$ cat config.mk
export PLATFORM = sky130hd
export DESIGN_NAME = ipc_ram
export DESIGN_NICKNAME = d
export VERILOG_FILES = /design/src/hdl/ipc_ram.sv
export SDC_FILE = /design/constraint.sdc
export NUM_CORES = 2
export LEC_CHECK = 0
export BUFFER_PORTS_ARGS = -buffer_cell sky130_fd_sc_hd__buf_4
export CAP_MARGIN = 20
export CORE_MARGIN = 5
export CORE_UTILIZATION = 50
export CTS_CLUSTER_DIAMETER = 50
export DETAILED_ROUTE_END_ITERATION = 7
export PLACE_DENSITY = 0.69
export SYNTH_ARGS = -nofsm -noshare
export SYNTH_HDL_FRONTEND = slang
export SYNTH_SLANG_ARGS = --single-unit
$ cat constraint.sdc
create_clock -name clk_i -period 7.4 [get_ports clk_i]
set_clock_uncertainty 0.2 [all_clocks]
set_input_delay 1.85 -clock clk_i [delete_from_list [all_inputs] [get_ports clk_i]]
set_output_delay 1.85 -clock clk_i [all_outputs]
set_load 0.03 [all_outputs]
$ cat src/hdl/ipc_ram.sv
// ----------------------------------------------------------------------------
// ipc_ram
// Generic single-write, single-read RAM with a registered read port.
// ----------------------------------------------------------------------------
module ipc_ram #(
  parameter int unsigned WIDTH = 64,
  parameter int unsigned DEPTH = 64,
  localparam int unsigned ADDR_W = (DEPTH > 1) ? $clog2(DEPTH) : 1
) (
  input  logic              clk_i,
  input  logic              we_i,
  input  logic [ADDR_W-1:0] waddr_i,
  input  logic [WIDTH-1:0]  wdata_i,
  input  logic              re_i,
  input  logic [ADDR_W-1:0] raddr_i,
  output logic [WIDTH-1:0]  rdata_o
);

  logic [WIDTH-1:0] mem_q [DEPTH];
  logic [WIDTH-1:0] rdata_q;

  // Write port and registered read port; the contents have no reset.
  always_ff @(posedge clk_i) begin
    if (we_i) begin
      mem_q[waddr_i] <= wdata_i;
    end
    if (re_i) begin
      rdata_q <= mem_q[raddr_i];
    end
  end

  assign rdata_o = rdata_q;

endmodule

==> impl_metrics.json <==
{
  "status": "completed",
  "ys_seq_elements": 4160,
  "htree_levels": 5,
  "grtUsageTotal": 0.257,
  "clock_sink_count": 4160,
  "grt-busiest-layer": "met2",
  "whs_ns": 0.713,
  "antenna_found_initial": 24,
  "post-route-drc-count": 0,
  "pin_count": 143,
  "mostFrequentLayoutCell": "edfxtp_1",
  "synth.net_count": 6677,
  "post_cts.repair.setup_buffers": 0,
  "path_delay_family": "buffers and inverters",
  "clock_latency_ns": 0.94,
  "ir_drop_mv": 0.221,
  "met1_usage": 0.364,
  "synthXorXnorAreaFrac": 0,
  "regArea_sq_um": 125000,
  "drtAntennaViolNets": 0,
  "fin_nets": 7095,
  "yosysTopAreaCellShare": 0.796,
  "ys_types": 32,
  "holdPathEnd": "rdata_o[48]$_DFFE_PP_",
  "synth-seq-area-share": 0.796,
  "maxSlewHeadroom": 0.191,
  "cts_buffer_depth": 4,
  "root_buffer": "clkbuf_16",
  "crit_path_start_kind": "primary input",
  "synth_top_family_by_area": "multiplexers",
  "core_region_area_sq_um": 312000,
  "grt_pass1_wl_mm": 591,
  "worst_slack_ns": 2.94,
  "p_leak_uw": 0.0551,
  "avgViaCountPerCell": 6.66,
  "reg2reg_depth": 5,
  "synth_compound_area_frac": 0.0247,
  "layout-drive-gt1-share": 0.283,
  "fmax_ghz": 0.224,
  "fillCellCount": 21900,
  "drv_slew": 0,
  "end_kind": "flop",
  "cpPeakStageDelay_ns": 0.59,
  "hold_viol_final": 0,
  "avgSynthCellArea_sq_um": 23.8,
  "grt_max_degree": 105,
  "grt_pass1_vias": 76700,
  "final_cell_mix": "edfxtp_1 (4,160), mux4_2 (1,024), clkbuf_16 (420)",
  "fin_crit_sh": 0.602,
  "setup_violations": 0,
  "start_util": 0.503,
  "worst_slew_pin_slew_ns": 1.21,
  "final.min_clock_period_ns": 4.46,
  "reg2reg_from": "mem_q[8][14]$_DFFE_PP_",
  "r2r_end": "rdata_o[14]$_DFFE_PP_",
  "yosys_warnings": 0,
  "cp_num_buf_inv": 2,
  "arrival_ns": 4.88,
  "path_class": "primary input to flop",
  "area_delta_synth_final_pct": 13.1,
  "grt_util_met3": 0.0511,
  "whs_path_depth": 4,
  "path_cells": "buf_16 -> buf_12 -> mux4_2 -> mux2i_1 -> o22ai_1 -> a41oi_1 -> a211oi_1",
  "hold_start": "mem_q[55][48]$_DFFE_PP_",
  "dpl.hpwl_mm": 221,
  "place_ws_ns": 2.07,
  "synth_top_area_cell": "edfxtp_1",
  "power_uw": 48800,
  "worstPathMaxFanout": 92,
  "rows": 205,
  "vias": 76500,
  "synthSimpleGateAreaFrac": 0.0123,
  "hold_buffers": 0,
  "synthCells": 6598,
  "numPortBuffers": 142,
  "rsz0062_at_grt": "no",
  "crit_required_ns": 7.82,
  "cts_tree": "built",
  "r2r_slack_ns": 4.64,
  "synthAdderAreaFrac": 0,
  "drtIter0Drc": 10900,
  "wl_per_cell_um": 36.6,
  "cp_slowest_cell": "mux4_2",
  "path_clk_slew_ns": 0.06,
  "ctsResizeCount": 0,
  "synth_mux_area_frac": 0.156,
  "die_w_um": 570,
  "dieHeight_um": 570,
  "routed_wl_mm": 420,
  "power.density_nw_per_um2": 275,
  "synth_area_leaders": "edfxtp_1 (80%), mux4_2 (15%), mux2i_1 (0.86%)",
  "hold_path.class": "flop to flop",
  "cts_buffers": 412,
  "dr.pass1.iters": 6,
  "multiInputGateArea_sq_um": 30800,
  "grt_use_met2": 0.407,
  "gp_congestion": 0.795,
  "drv_cap": 0,
  "timing.setup.tns_ns": 0,
  "fp.dieArea_sq_um": 325000,
  "grt-ovfl-total": 0,
  "syn_area_sq_um": 157000
}
how the worst max path moves through the flow:
stage,start,end,cells after the start
floorplan,waddr_i[5],mem_q[39][0]$_DFFE_PP_,4
global placement,raddr_i[0],rdata_o[35]$_DFFE_PP_,7
detailed placement,raddr_i[0],rdata_o[35]$_DFFE_PP_,7
CTS,raddr_i[1],rdata_o[62]$_DFFE_PP_,7
global route,raddr_i[0],rdata_o[13]$_DFFE_PP_,7
finish,raddr_i[0],rdata_o[35]$_DFFE_PP_,7
power breakdown:
part	leakage [uW]	total (uW)	switching [uW]	internal [uW]
clock network	0.00630	20300	8700	11600
logic	0.0113	2280	1440	839
registers	0.0375	26200	106	26100
registers in the layout, summed over array words and instances, names as in the netlist:
register	count
rdata_o	64
mem_q	4096
cell type report:
class / count / area share
inverter: 19 / 0.000402
tap: 4140 / 0.0292
clock buffer: 502 / 0.0609
timing repair buffer: 374 / 0.0200
antenna: 13 / 0.000183
multi-input combinational: 2049 / 0.173
clock inverter: 233 / 0.0125
sequential: 4160 / 0.703
stage by stage:
stage | std cells | utilization | instance area (sq um)
detailed placement | 10700 | 0.527 | 164000
global placement | 10700 | 0.527 | 164000
floorplan | 6598 | - | 157000
finish | 11500 | 0.569 | 178000
CTS | 11500 | 0.569 | 178000
global route | 11500 | 0.569 | 178000
kinds of logic after synthesis:
| group | Yosys count |
|---|---|
| compound gates | 504 |
| flops | 4160 |
| mux | 1159 |
| buf+inv | 389 |
| simple gates | 386 |
synthesized netlist by cell type:
| cell type | number |
|---|---|
| o22ai_1 | 83 |
| nand4_1 | 2 |
| nand3_1 | 45 |
| a211oi_1 | 63 |
| and2_1 | 3 |
| buf_1 | 20 |
| mux4_2 | 1024 |
| or2_2 | 28 |
| a22o_1 | 88 |
| a31o_1 | 1 |
| nand2_1 | 58 |
| or3_1 | 29 |
| o221ai_1 | 38 |
| nor3_1 | 2 |
| buf_4 | 34 |
| or3b_2 | 1 |
| clkbuf_1 | 140 |
| nor2_1 | 112 |
| nor2b_1 | 28 |
| a31oi_1 | 18 |
| edfxtp_1 | 4160 |
| nand3b_1 | 2 |
| buf_2 | 170 |
| mux2i_1 | 135 |
| a2bb2oi_1 | 19 |
| a22oi_1 | 168 |
| and3_1 | 64 |
| a41oi_1 | 26 |
| nand2b_1 | 11 |
| inv_1 | 19 |
| buf_6 | 6 |
| nand4b_1 | 1 |
routing by layer:
layer  wire [um]  up-vias
met3       46600      853
met4       16200        8
met2      202000     5024
met1      155000    41300
li1            -    29400
met5          57        -
worst register-to-register path, stage by stage (launching register included):
cell and delay, ns:
edfxtp_1 0.37, mux4_2 0.49, nor2b_1 0.16, a211oi_1 0.66
o22ai_1 0.35, and3_1 0.25
No activity file was read; power rests on OpenSTA's default activity.
